$ cat src/hw/rtl/trcm_pkg.sv
// ----------------------------------------------------------------------------
// trcm_pkg: shared constants for the RSA character modular exponentiator
// Widths, register indexes and reset values used by the top level and the
// bit-serial modular multiplier.
// ----------------------------------------------------------------------------
`timescale 1ns / 1ps

package trcm_pkg;

  // Width of the value, modulus and exponent words.
  localparam int VALUE_W   = 16;
  localparam int OUT_W     = VALUE_W + 1;
  // Counter over the bits of one word.
  localparam int CNT_W     = $clog2(VALUE_W);
  localparam int CFG_IDX_W = 2;

  // Configuration register indexes.
  localparam logic [CFG_IDX_W-1:0] CFG_MODE     = 2'd0;
  localparam logic [CFG_IDX_W-1:0] CFG_MODULUS  = 2'd1;
  localparam logic [CFG_IDX_W-1:0] CFG_EXPONENT = 2'd2;

  // Offset between character codes and plaintext residues.
  localparam logic [VALUE_W-1:0] CHAR_OFFSET  = VALUE_W'(96);

  localparam logic [VALUE_W-1:0] MODULUS_RST  = VALUE_W'(2);
  localparam logic [VALUE_W-1:0] EXPONENT_RST = VALUE_W'(1);

  localparam logic [CNT_W-1:0]   CNT_LAST     = CNT_W'(VALUE_W - 1);

endpackage

$ cat src/hw/rtl/trcm_modmul.sv
// ----------------------------------------------------------------------------
// trcm_modmul: bit-serial modular multiplier
// Computes a * b mod n, one bit of a per cycle, MSB first (interleaved
// double-and-add with a conditional subtract after each half step).
// Requires b < n and n >= 2; a may take any value.
// ----------------------------------------------------------------------------
`timescale 1ns / 1ps

module trcm_modmul (
  input  logic                        clk,
  input  logic                        rst_n,
  input  logic                        start,
  input  logic [trcm_pkg::VALUE_W-1:0] op_a,
  input  logic [trcm_pkg::VALUE_W-1:0] op_b,
  input  logic [trcm_pkg::VALUE_W-1:0] modulus,
  output logic                        done,
  output logic [trcm_pkg::VALUE_W-1:0] result
);
  import trcm_pkg::*;

  logic               busy_r,  busy_nxt;
  logic               done_r,  done_nxt;
  logic [CNT_W-1:0]   cnt_r,   cnt_nxt;
  logic [VALUE_W-1:0] a_r,     a_nxt;
  logic [VALUE_W-1:0] b_r,     b_nxt;
  logic [VALUE_W-1:0] acc_r,   acc_nxt;

  logic [VALUE_W:0]   dbl;
  logic [VALUE_W:0]   dbl_red;
  logic [VALUE_W:0]   sum;
  logic [VALUE_W:0]   sum_red;

  // One step: acc = 2*acc mod n, then acc = acc + a_bit*b mod n.
  always_comb begin
    dbl     = {acc_r, 1'b0};
    dbl_red = (dbl >= {1'b0, modulus}) ? dbl - {1'b0, modulus} : dbl;
    sum     = dbl_red + (a_r[VALUE_W-1] ? {1'b0, b_r} : '0);
    sum_red = (sum >= {1'b0, modulus}) ? sum - {1'b0, modulus} : sum;
  end

  always_comb begin
    busy_nxt = busy_r;
    done_nxt = 1'b0;
    cnt_nxt  = cnt_r;
    a_nxt    = a_r;
    b_nxt    = b_r;
    acc_nxt  = acc_r;
    if (start) begin
      busy_nxt = 1'b1;
      cnt_nxt  = '0;
      a_nxt    = op_a;
      b_nxt    = op_b;
      acc_nxt  = '0;
    end else if (busy_r) begin
      acc_nxt = sum_red[VALUE_W-1:0];
      a_nxt   = {a_r[VALUE_W-2:0], 1'b0};
      cnt_nxt = cnt_r + 1'b1;
      if (cnt_r == CNT_LAST) begin
        busy_nxt = 1'b0;
        done_nxt = 1'b1;
      end
    end
  end

  always_ff @(posedge clk) begin
    if (!rst_n) begin
      busy_r <= 1'b0;
      done_r <= 1'b0;
      cnt_r  <= '0;
    end else begin
      busy_r <= busy_nxt;
      done_r <= done_nxt;
      cnt_r  <= cnt_nxt;
    end
    a_r   <= a_nxt;
    b_r   <= b_nxt;
    acc_r <= acc_nxt;
  end

  assign done   = done_r;
  assign result = acc_r;

endmodule

$ cat src/hw/rtl/textbook_rsa_char_modexp_top.sv
// ----------------------------------------------------------------------------
// textbook_rsa_char_modexp_top: textbook RSA modular exponentiation
// Per word computes base^exponent mod modulus by square-and-multiply. Encrypt
// takes a character code, subtracts 96 and reduces to a non-negative residue;
// decrypt reduces a ciphertext residue and adds 96 to the power.
//
//   channel  | direction | handshake           | payload
//   ---------+-----------+---------------------+-------------------------
//   in_      | input     | in_valid / in_stall  | in_value   (16 bit)
//   out_     | output    | out_valid / out_stall| out_value  (17 bit)
//   cfg_     | input     | cfg_we               | cfg_index, cfg_data
//
// One word at a time. Every modular product runs on the shared bit-serial
// multiplier: one base reduction, one squaring per exponent bit and one
// multiply per set bit; a modulus below two skips the multiplier.
// Synchronous active-low reset restores mode 0, modulus 2 and exponent 1.
// A finished word holds in the output register under out_stall while the
// next input word is taken and computed.
// ----------------------------------------------------------------------------
`timescale 1ns / 1ps

module textbook_rsa_char_modexp_top (
  input  logic                             clk,
  input  logic                             rst_n,
  // input channel
  input  logic                             in_valid,
  output logic                             in_stall,
  input  logic [trcm_pkg::VALUE_W-1:0]     in_value,
  // result channel
  output logic                             out_valid,
  input  logic                             out_stall,
  output logic [trcm_pkg::OUT_W-1:0]       out_value,
  // configuration write port
  input  logic                             cfg_we,
  input  logic [trcm_pkg::CFG_IDX_W-1:0]   cfg_index,
  input  logic [trcm_pkg::VALUE_W-1:0]     cfg_data
);
  import trcm_pkg::*;

  // Sequencer states.
  localparam logic [2:0] ST_IDLE = 3'd0;  // wait for an input word
  localparam logic [2:0] ST_RED  = 3'd1;  // reducing the base mod n
  localparam logic [2:0] ST_STEP = 3'd2;  // pick multiply or square
  localparam logic [2:0] ST_MACC = 3'd3;  // acc * sq in flight
  localparam logic [2:0] ST_SQS  = 3'd4;  // launch squaring
  localparam logic [2:0] ST_MSQ  = 3'd5;  // sq * sq in flight
  localparam logic [2:0] ST_FIN  = 3'd6;  // hand result to output register

  // Configuration registers.
  logic               mode_r;
  logic [VALUE_W-1:0] modulus_r;
  logic [VALUE_W-1:0] exponent_r;

  // Datapath and control.
  logic [2:0]         state_r,     state_nxt;
  logic               neg_r,       neg_nxt;
  logic [VALUE_W-1:0] acc_r,       acc_nxt;
  logic [VALUE_W-1:0] sq_r,        sq_nxt;
  logic [VALUE_W-1:0] exp_sh_r,    exp_sh_nxt;
  logic [CNT_W-1:0]   bit_cnt_r,   bit_cnt_nxt;
  logic               out_valid_r, out_valid_nxt;
  logic [OUT_W-1:0]   out_value_r, out_value_nxt;

  logic               in_accept;
  logic               out_free;
  logic               mod_small;
  logic               in_below;
  logic [VALUE_W-1:0] in_diff;
  logic               mul_start;
  logic [VALUE_W-1:0] mul_a;
  logic [VALUE_W-1:0] mul_b;
  logic               mul_done;
  logic [VALUE_W-1:0] mul_res;
  logic [VALUE_W-1:0] base_val;

  assign in_stall  = (state_r != ST_IDLE);
  assign in_accept = in_valid && !in_stall;
  assign out_free  = !out_valid_r || !out_stall;
  assign mod_small = (modulus_r < VALUE_W'(2));

  // Encrypt: take |v - 96| and remember the sign; decrypt uses v as is.
  assign in_below = (mode_r == 1'b0) && (in_value < CHAR_OFFSET);
  always_comb begin
    if (mode_r != 1'b0) begin
      in_diff = in_value;
    end else if (in_below) begin
      in_diff = CHAR_OFFSET - in_value;
    end else begin
      in_diff = in_value - CHAR_OFFSET;
    end
  end

  // A negative difference maps to n - r, unless r is zero.
  assign base_val = (neg_r && (mul_res != '0)) ? modulus_r - mul_res : mul_res;

  // Configuration writes; indexes past the list are dropped.
  always_ff @(posedge clk) begin
    if (!rst_n) begin
      mode_r     <= 1'b0;
      modulus_r  <= MODULUS_RST;
      exponent_r <= EXPONENT_RST;
    end else if (cfg_we) begin
      case (cfg_index)
        CFG_MODE:     mode_r     <= cfg_data[0];
        CFG_MODULUS:  modulus_r  <= cfg_data;
        CFG_EXPONENT: exponent_r <= cfg_data;
        default: ;
      endcase
    end
  end

  // Sequencer: reduce the base with a multiply by one, then walk the
  // exponent LSB first, one squaring per bit and a multiply for set bits.
  always_comb begin
    state_nxt     = state_r;
    neg_nxt       = neg_r;
    acc_nxt       = acc_r;
    sq_nxt        = sq_r;
    exp_sh_nxt    = exp_sh_r;
    bit_cnt_nxt   = bit_cnt_r;
    out_valid_nxt = out_valid_r;
    out_value_nxt = out_value_r;
    mul_start     = 1'b0;
    mul_a         = sq_r;
    mul_b         = sq_r;

    // Drop the held result once the far side takes it.
    if (out_valid_r && !out_stall) begin
      out_valid_nxt = 1'b0;
    end

    case (state_r)
      ST_IDLE: begin
        if (in_accept) begin
          neg_nxt = in_below;
          if (mod_small) begin
            // Every residue is zero for a modulus below two.
            acc_nxt   = '0;
            state_nxt = ST_FIN;
          end else begin
            mul_start = 1'b1;
            mul_a     = in_diff;
            mul_b     = VALUE_W'(1);
            state_nxt = ST_RED;
          end
        end
      end
      ST_RED: begin
        if (mul_done) begin
          sq_nxt      = base_val;
          acc_nxt     = VALUE_W'(1);
          exp_sh_nxt  = exponent_r;
          bit_cnt_nxt = '0;
          state_nxt   = ST_STEP;
        end
      end
      ST_STEP: begin
        mul_start = 1'b1;
        if (exp_sh_r[0]) begin
          mul_a     = acc_r;
          state_nxt = ST_MACC;
        end else begin
          state_nxt = ST_MSQ;
        end
      end
      ST_MACC: begin
        if (mul_done) begin
          acc_nxt   = mul_res;
          state_nxt = ST_SQS;
        end
      end
      ST_SQS: begin
        mul_start = 1'b1;
        state_nxt = ST_MSQ;
      end
      ST_MSQ: begin
        if (mul_done) begin
          sq_nxt      = mul_res;
          exp_sh_nxt  = {1'b0, exp_sh_r[VALUE_W-1:1]};
          bit_cnt_nxt = bit_cnt_r + 1'b1;
          state_nxt   = (bit_cnt_r == CNT_LAST) ? ST_FIN : ST_STEP;
        end
      end
      ST_FIN: begin
        // Hold until the output register is free.
        if (out_free) begin
          out_valid_nxt = 1'b1;
          out_value_nxt = {1'b0, acc_r} + (mode_r ? OUT_W'(CHAR_OFFSET) : '0);
          state_nxt     = ST_IDLE;
        end
      end
      default: begin
        state_nxt = ST_IDLE;
      end
    endcase
  end

  always_ff @(posedge clk) begin
    if (!rst_n) begin
      state_r     <= ST_IDLE;
      out_valid_r <= 1'b0;
      bit_cnt_r   <= '0;
    end else begin
      state_r     <= state_nxt;
      out_valid_r <= out_valid_nxt;
      bit_cnt_r   <= bit_cnt_nxt;
    end
    neg_r       <= neg_nxt;
    acc_r       <= acc_nxt;
    sq_r        <= sq_nxt;
    exp_sh_r    <= exp_sh_nxt;
    out_value_r <= out_value_nxt;
  end

  trcm_modmul u_modmul (
    .clk     (clk),
    .rst_n   (rst_n),
    .start   (mul_start),
    .op_a    (mul_a),
    .op_b    (mul_b),
    .modulus (modulus_r),
    .done    (mul_done),
    .result  (mul_res)
  );

  assign out_valid = out_valid_r;
  assign out_value = out_value_r;

endmodule

$ cat config.mk
export PLATFORM = sky130hd
export DESIGN_NAME = textbook_rsa_char_modexp_top
export DESIGN_NICKNAME = d
export VERILOG_FILES = /design/src/hw/rtl/trcm_pkg.sv /design/src/hw/rtl/trcm_modmul.sv /design/src/hw/rtl/textbook_rsa_char_modexp_top.sv
export SDC_FILE = /design/constraint.sdc
export NUM_CORES = 1
export LEC_CHECK = 0
export BUFFER_PORTS_ARGS = -buffer_cell sky130_fd_sc_hd__buf_2
export CORE_ASPECT_RATIO = 0.7
export CORE_MARGIN = 8
export CORE_UTILIZATION = 30
export DETAILED_ROUTE_END_ITERATION = 6
export GPL_TIMING_DRIVEN = 1
export HOLD_SLACK_MARGIN = 0.06
export PLACE_DENSITY = 0.52
export SYNTH_ARGS = -nofsm -noshare
export SYNTH_HDL_FRONTEND = slang
export SYNTH_SLANG_ARGS = --single-unit
$ cat constraint.sdc
create_clock -name clk -period 7.4 [get_ports clk]
set_input_delay 1.85 -clock clk [delete_from_list [all_inputs] [get_ports clk]]
set_output_delay 1.85 -clock clk [all_outputs]
set_load 0.01 [all_outputs]
======== Yosys cells after proc, flatten, opt, wreduce, memory -nomap -nowiden ========
Index checks and enable logic that the tools add are counted.
Widths: inputs -> output; s select.
cells by class
  $add $sub $neg .......................... 9
  magnitude comparators ................... 4
  equal/unequal tests ..................... 16
  muxes and demuxes ....................... 48
  bitwise logic cells ..................... 3
  reductions and logical operators ........ 26
operators with widths
  kind                   count
  $mux 16                20
  $pmux 16 s2            3
  $pmux 16 s3            1
  $ge 17x16->1           2
  $sub 16x16->16         2
  $mux 3                 8
  $pmux 3 s7             1
  $add 16x7->17          1
  $add 17x16->17         1
  $mux 17                1
  $sub 17x16->17         1
  $lt 16x2->1 const B    1
  $lt 16x7->1 const B    1
  $reduce_bool 16->1     1
  $sub 16x7->16 const B  1
  $sub 7x16->16 const A  1
  $reduce_and 2->1       5
  $reduce_and 5->1       2
  $eq 3x3->1 const B     3
  $mux 1                 9
  $add 4x1->4 const B    2
  $eq 4x4->1 const B     2
  $mux 4                 2
  $pmux 4 s2             1
  other kinds (19)       34
storage, ports and cells
  bits in registers ....................... 161
  bits of input ports ..................... 39
  output and inout bits ................... 19
  logic and storage cells ................. 123

======== Logic depth before layout (Yosys ltp) ========
Gate-level depths: netlist of run 1.
  depth after elaboration ................. 8
  gate-level depth with buffers ........... 29
  gate-level depth less buffers ........... 26

======== Hierarchy ========
A second synthesis of run 1 with hierarchy kept.
unflattened totals
  cells, all modules ...................... 1171
  area total of the unflattened synthesis .. 10685.2 sq um
by module, submodules not included
  module                        instances  cells an instance  area each (sq um)  seq. area each (sq um)
  textbook_rsa_char_modexp_top  1          679                6138.4             2802.7
  trcm_modmul                   1          492                4546.9             1401.3

======== Worst setup path before layout of run 1 ========
Ideal clock, no wire load.
  path type ............................... register to register
  start point ............................. register modulus_r[1]
  end point ............................... register u_modmul.acc_r[10] (netlist: u_modmul.result[10])
  setup time .............................. 118 ps
  arrival time ............................ 5594 ps
  required time ........................... 7282 ps
  path slack .............................. 1688 ps
  cell stages (with the launch flop) ...... 26
  buffers on the path ..................... 1
  period minus slack after synthesis ...... 5712 ps
  cells stage by stage .................... dfxtp_1 > inv_1 > ha_1 > nor2b_1 > o2111ai_1 > a21boi_1 > o31ai_2 > o21bai_1 > clkbuf_1 > and2_1 > ha_1 > inv_1 > fa_1 > nand3b_1 > a21boi_1 > nor2_1 > xnor2_1 > ha_1 > or4_4 > o221a_4 > a21oi_2 > a21oi_2 > a41o_1 > or3b_4 > or4_1 > o2111a_1
on the way
  cells in the longest elaborated chain, start to end .. 5
  elaborated cells on any way between the ends .. 11
  classes of those cells .................. 3 x add/sub; 3 x order compare; 5 x mux
RTL lines
  what                                                   RTL line                             source
  start, declared                                        textbook_rsa_char_modexp_top.sv:51   logic [VALUE_W-1:0] modulus_r;
  start signal, assigned                                 textbook_rsa_char_modexp_top.sv:105  CFG_MODULUS: modulus_r <= cfg_data;
  $sub 17x16->17 / $ge 17x16->1 (equally long branches)  trcm_modmul.sv:36                    dbl_red = (dbl >= {1'b0, modulus}) ? dbl - {1'b0, modulus} : dbl;
  $mux 17                                                trcm_modmul.sv:36
  $add 17x16->17                                         trcm_modmul.sv:37                    sum = dbl_red + (a_r[VALUE_W-1] ? {1'b0, b_r} : '0);
  $sub 16x16->16 / $ge 17x16->1 (equally long branches)  trcm_modmul.sv:38                    sum_red = (sum >= {1'b0, modulus}) ? sum - {1'b0, modulus} : sum;
  $mux 16                                                trcm_modmul.sv:38
  end signal, assigned                                   trcm_modmul.sv:77                    acc_r <= acc_nxt;
  end, declared                                          trcm_modmul.sv:26                    logic [VALUE_W-1:0] acc_r, acc_nxt;
Several ways; a longest one is shown, not always the timed one.
A chain may end at the register's enable or synchronous reset.

======== Final worst setup path of run 1 ========
  start point ............................. register modulus_r[3]
  end point ............................... register u_modmul.acc_r[10] (netlist: u_modmul.result[10])
The elaborated chain is that of the path after synthesis.

==> flow_metrics.py, run 1 <==
metrics = {
    "worst_setup_path": {
        "end_kind": "flip-flop",
        "crit_chain": "inv_1 > ha_1 > a21o_1 > a21oi_1 > a21boi_1 > o31ai_2 > o21bai_2 > buf_4 > o21ai_0 > ha_1 > a211oi_1 > a21boi_1 > o211ai_1 > a21oi_1 > a211oi_1 > nand2b_1 > xor2_1 > ha_1 > a21oi_1 > a21oi_2 > a41o_1 > or3b_4 > or4_1 > o2111a_1",
        "cp_max_fo": 25,
        "start_kind": "flip-flop",
        "rrSetupSlack_ns": 0.47,
        "worstPathRequired_ns": 7.74,
        "slowest_delay_ns": 0.53,
        "worstSetupPathType": "reg -> reg",
        "critical_path_arrival_ns": 7.27,
        "cp_slowest_cell": "o31ai_2",
    },
    "floorplanning": {
        "die_w_um": 242,
        "start_util": 0.302,
        "die_y_um": 174,
        "core.rowCount": 58,
        "die_area_mm2": 0.0422,
        "core-area_mm2": 0.0356,
        "pin_count": 58,
    },
    "routing": {
        "drt_iter0_drc": 785,
        "vias": 9152,
        "ant_nets": 0,
        "dr.pass1.iters": 5,
        "wirelength_um": 33200,
        "avgRoutedWirePerCell_um": 19.0,
        "vias_per_cell": 5.23,
        "drc": 0,
    },
    "global_route": {
        "grt_pass1_wl_um": 51400,
        "first_global_vias": 8529,
        "antenna_found_initial": 0,
        "grt_usage": 0.156,
        "overflow": 0,
        "grt_start_max_net_pins": 52,
    },
    "yosys": {
        "synth_cell_types": 68,
        "synth_common_cells": "nand2_1, edfxtp_1, o21ai_0",
        "synth.most_common_cell": "nand2_1",
        "synth-edff-count": 98,
        "synth_area_leader_cell": "edfxtp_1",
        "netlist_top_cells_area": "edfxtp_1, dfxtp_1, ha_1",
        "avgSynthCellArea_um2": 8.90,
        "synth_top_area_share": 0.274,
        "syn_inst": 1206,
        "synth-async-reset-ratio": 0,
        "synth_ff_type": "edfxtp_1",
        "ys_warn_count": 0,
        "ys_ff_latch": 161,
        "syn-num-nets": 1320,
        "seq_area_frac_synth": 0.392,
        "synth_area_mm2": 0.0107,
    },
    "clock_tree": {
        "clock_latency_ns": 0.45,
        "cts_tree": "done",
        "cts_setup_buffers": 0,
        "hold_buffers": 0,
        "clock_sinks": 161,
        "cts_resized": 0,
        "clk_pin_slew_ns": 0.07,
        "cts_max_level": 4,
        "clock_path_buffers": 2,
        "root_buffer": "clkbuf_16",
        "cts_buffers": 17,
    },
    "final_layout": {
        "drive_gt1_frac": 0.120,
        "area_growth_pct": 14.0,
        "fin_nets": 1370,
    },
    "timing": {
        "max_slew_margin": 0.250,
        "setup_viol": 0,
        "tns_ns": 0,
        "drv_slew": 0,
        "tightest_slew_ns": 1.12,
        "hold_violations": 0,
        "fmax_mhz": 144,
        "finalCritPeriodShare": 0.936,
        "rsz0062_at_grt": "no",
        "fin_crit_ns": 6.93,
        "finClkSkew_ns": 0.00906,
    },
    "run": {
        "maxCapViolCount": 0,
    },
    "placed_design": {
        "place_hpwl_um": 26100,
        "port_buffers": 57,
        "place_congestion": 0.894,
    },
    "hold_path": {
        "hold_class": "reg -> reg",
    },
    "run_status": {
        "status": "finished, final reports clean",
    },
}
[cells by family (layout without fill, tap and decap cells)]
logic type	after synthesis	count (layout)	synth area share
simple gates	428	428	0.195
compound gates	332	332	0.200
flops	161	161	0.392
buf+inv	114	177	0.0400
fa+ha+maj	75	75	0.0909
xor+xnor	75	75	0.0612
mux	21	21	0.0213
other cells	0	1	0
[sequential cells by signal, indices dropped and copies added, names as in the netlist]
signal	cells
mode_r	1
sq_r	16
modulus_r	16
u_modmul.result	16
u_modmul.a_r	16
u_modmul.busy_r	1
neg_r	1
exponent_r	16
exp_sh_r	16
out_value	17
state_r	3
u_modmul.cnt_r	4
out_valid	1
u_modmul.done	1
bit_cnt_r	4
acc_r	16
u_modmul.b_r	16
[layout by cell type (no fill, tap or decap), drive strengths merged, types with 5 or more instances in the layout]
cell type	n
nand3	40
xor2	29
a31oi	9
buf	83
o21bai	9
mux2	15
mux2i	6
nand2	152
nor2b	7
o2111ai	5
o21ai	87
o211ai	14
clkinv	9
o21a	14
or2	5
nor4	11
nand3b	12
nand4	14
ha	70
o22ai	11
nand2b	5
edfxtp	98
a2111oi	5
inv	64
fa	5
clkbuf	19
nor3	27
and2	50
dfxtp	63
a211oi	16
nor2	70
o31ai	14
a21boi	32
and3	12
a21oi	73
a21o	15
or3	9
xnor2	46
[path summary, 6_finish.rpt]
| check | startpoint | end | cells past startpoint |
|---|---|---|---|
| max | modulus_r[3] | u_modmul.result[10] | 24 |
| min | exponent_r[9] | exponent_r[9] | 2 |
| max reg2reg | modulus_r[3] | u_modmul.result[10] | 24 |
| min reg2reg | exponent_r[9] | exponent_r[9] | 2 |
[metrics by stage]
step	util	std cells	worst slack, ns	area (µm²)	hold WS [ns]
CTS	0.344	1749	0.644	12200	0.457
global route	0.344	1749	0.221	12200	0.476
finish	0.344	1750	0.472	12200	0.454
detailed placement	0.327	1717	0.691	11600	0.447
global placement	0.327	1717	0.738	11600	0.438
floorplan	-	1206	1.69	10700	0.417
[worst max-delay path, delay by kind of cell, from the launching register on]
family	cells	cell delay (ns)
adders and majority gates	3	1.13
and+or+nand+nor	3	1.04
DFF	1	0.45
buffers and inverters	2	0.41
xor gates and xnor gates	1	0.18
AOI/OAI and AO/OA	15	3.60
[area by class of cell]
cell class              count  area (µm²)
repair buffers             83         480
well taps                 480         601
diodes                      1        2.50
fillers                  3711       23300
multi-input cells         931        6120
clock buffers              19         475
flip-flops and latches    161        4200
inverters                  62         233
clock inverters            13         123
[per-layer routing]
metal,GRT usage,routed length [µm]
met3,0.0403,2400
met1,0.244,17700
met5,0,0
met4,0.0389,357
met2,0.205,12800
Power of run 1 is not shown: default switching activity piles up to over one toggle a cycle in this logic, so the estimate is an artifact.
==> run 2, diff against run 1 <==
==> constraint.sdc (replaced) <==
create_clock -name clk -period 8.1 [get_ports clk]
set_input_delay 2.025 -clock clk [delete_from_list [all_inputs] [get_ports clk]]
set_output_delay 2.025 -clock clk [all_outputs]
set_load 0.01 [all_outputs]
==> flow_metrics.py, run 2 (synthesis gave the netlist of run 1 again) <==
metrics = {
    "routing": {
        "wirelength_um": 33200,
        "drt_iter0_drc": 781,
        "dr.pass1.iters": 5,
        "vias": 9136,
        "drc": 0,
        "ant_nets": 0,
        "avgRoutedWirePerCell_um": 19.0,
        "vias_per_cell": 5.23,
    },
    "final_layout": {
        "num-fill-cells": 3737,
        "final_common_cell": "nand2_1",
        "final-seq-area_mm2": 0.00420,
        "area_growth_pct": 13.8,
        "largest_reg_flops": 17,
        "fin_nets": 1369,
        "layout_common_cells": "nand2_1, edfxtp_1, o21ai_0, a21oi_1, ha_1",
        "diodes": 0,
        "multi_input_area_mm2": 0.00612,
        "drive_gt1_frac": 0.118,
    },
    "timing": {
        "tns_ns": 0,
        "fin_crit_ns": 6.97,
        "rsz0062_at_grt": "no",
        "max_slew_margin": 0.287,
        "finalCritPeriodShare": 0.861,
        "finClkSkew_ns": 0.0172,
        "setup_viol": 0,
        "hold_violations": 0,
        "fmax_mhz": 143,
        "tightest_slew_ns": 1.06,
        "drv_slew": 0,
    },
    "worst_setup_path": {
        "end_kind": "flip-flop",
        "critical_path_arrival_ns": 7.31,
        "worstSetupPathType": "reg -> reg",
        "reg2regPathDepth": 26,
        "critPathLaunch": "modulus_r[3]",
        "worstPathRequired_ns": 8.44,
        "worstReg2RegStart": "modulus_r[3]",
        "start_kind": "flip-flop",
        "cp_max_fo": 21,
    },
    "floorplanning": {
        "pin_count": 58,
        "die_w_um": 242,
        "die_area_mm2": 0.0422,
        "core.rowCount": 58,
        "core-area_mm2": 0.0356,
        "die_y_um": 174,
        "start_util": 0.302,
    },
    "placed_design": {
        "place_hpwl_um": 25500,
        "port_buffers": 57,
        "place_congestion": 0.945,
    },
    "clock_tree": {
        "clock_latency_ns": 0.46,
        "cts_buffers": 17,
        "cts_tree": "done",
        "cts_setup_buffers": 0,
        "cts_resized": 0,
        "clock_sinks": 161,
        "cts_max_level": 4,
        "clk_pin_slew_ns": 0.07,
        "root_buffer": "clkbuf_16",
        "hold_buffers": 0,
        "clock_path_buffers": 2,
    },
    "hold_path": {
        "hp-start": "exponent_r[9]",
        "hold_class": "reg -> reg",
        "holdPathStages": 2,
    },
    "global_route": {
        "overflow": 0,
        "first_global_vias": 8533,
        "grt_usage": 0.156,
        "grt_start_max_net_pins": 53,
        "grt_pass1_wl_um": 50900,
        "antenna_found_initial": 0,
    },
    "run": {
        "maxCapViolCount": 0,
    },
    "run_status": {
        "status": "finished, final reports clean",
    },
}
run 2: routing by layer:
| metal | global-route usage | wire length [µm] |
|---|---|---|
| met1 | 0.241 | 17600 |
| met2 | 0.209 | 12900 |
| met3 | 0.0373 | 2170 |
| met4 | 0.0406 | 418 |
| met5 | 0 | 0 |
run 2: worst paths after layout:
kind                                            end  slack [ns]
worst max register to register  u_modmul.result[10]        1.13
worst min register to register        exponent_r[9]        0.46
worst min-delay path                  exponent_r[9]        0.46
worst max-delay path            u_modmul.result[10]        1.13
run 2: cell type report:
type	instances	share of cell area
clock buffer	20	0.0382
clock inverter	12	0.00973
inverter	62	0.0191
multi-input combinational	931	0.501
sequential	161	0.344
tap	480	0.0492
timing repair buffer	82	0.0387
run 2: worst max-delay path: stages, from the launching register on:
cell      delay, ns
dfxtp_1        0.44
inv_1          0.11
ha_1           0.51
a21o_1         0.19
a21oi_1        0.09
a21boi_1       0.31
o31ai_2        0.18
o21bai_2       0.76
and2_1         0.23
ha_1           0.19
inv_1          0.06
fa_1           0.39
nand3b_1       0.20
a21boi_1       0.26
o211ai_1       0.19
a21boi_0       0.24
nor2_1         0.08
xnor2_1        0.20
ha_1           0.32
a21oi_1        0.13
o21ai_0        0.11
a21oi_2        0.19
a21oi_2        0.10
a41o_1         0.28
or3b_4         0.49
or4_1          0.42
o2111a_1       0.13
run 2: per-stage QoR:
stage	worst slack [ns]	utilization	instance area, µm²	hold WS (ns)	instances
2_1_floorplan	2.39	-	10700	0.417	1206
3_3_place_gp	1.17	0.327	11600	0.439	1716
3_5_place_dp	1.23	0.327	11600	0.447	1716
4_1_cts	1.19	0.343	12200	0.456	1748
5_1_grt	0.596	0.343	12200	0.476	1748
6_report	1.13	0.343	12200	0.456	1748
Power of run 2 is left out for the same reason.
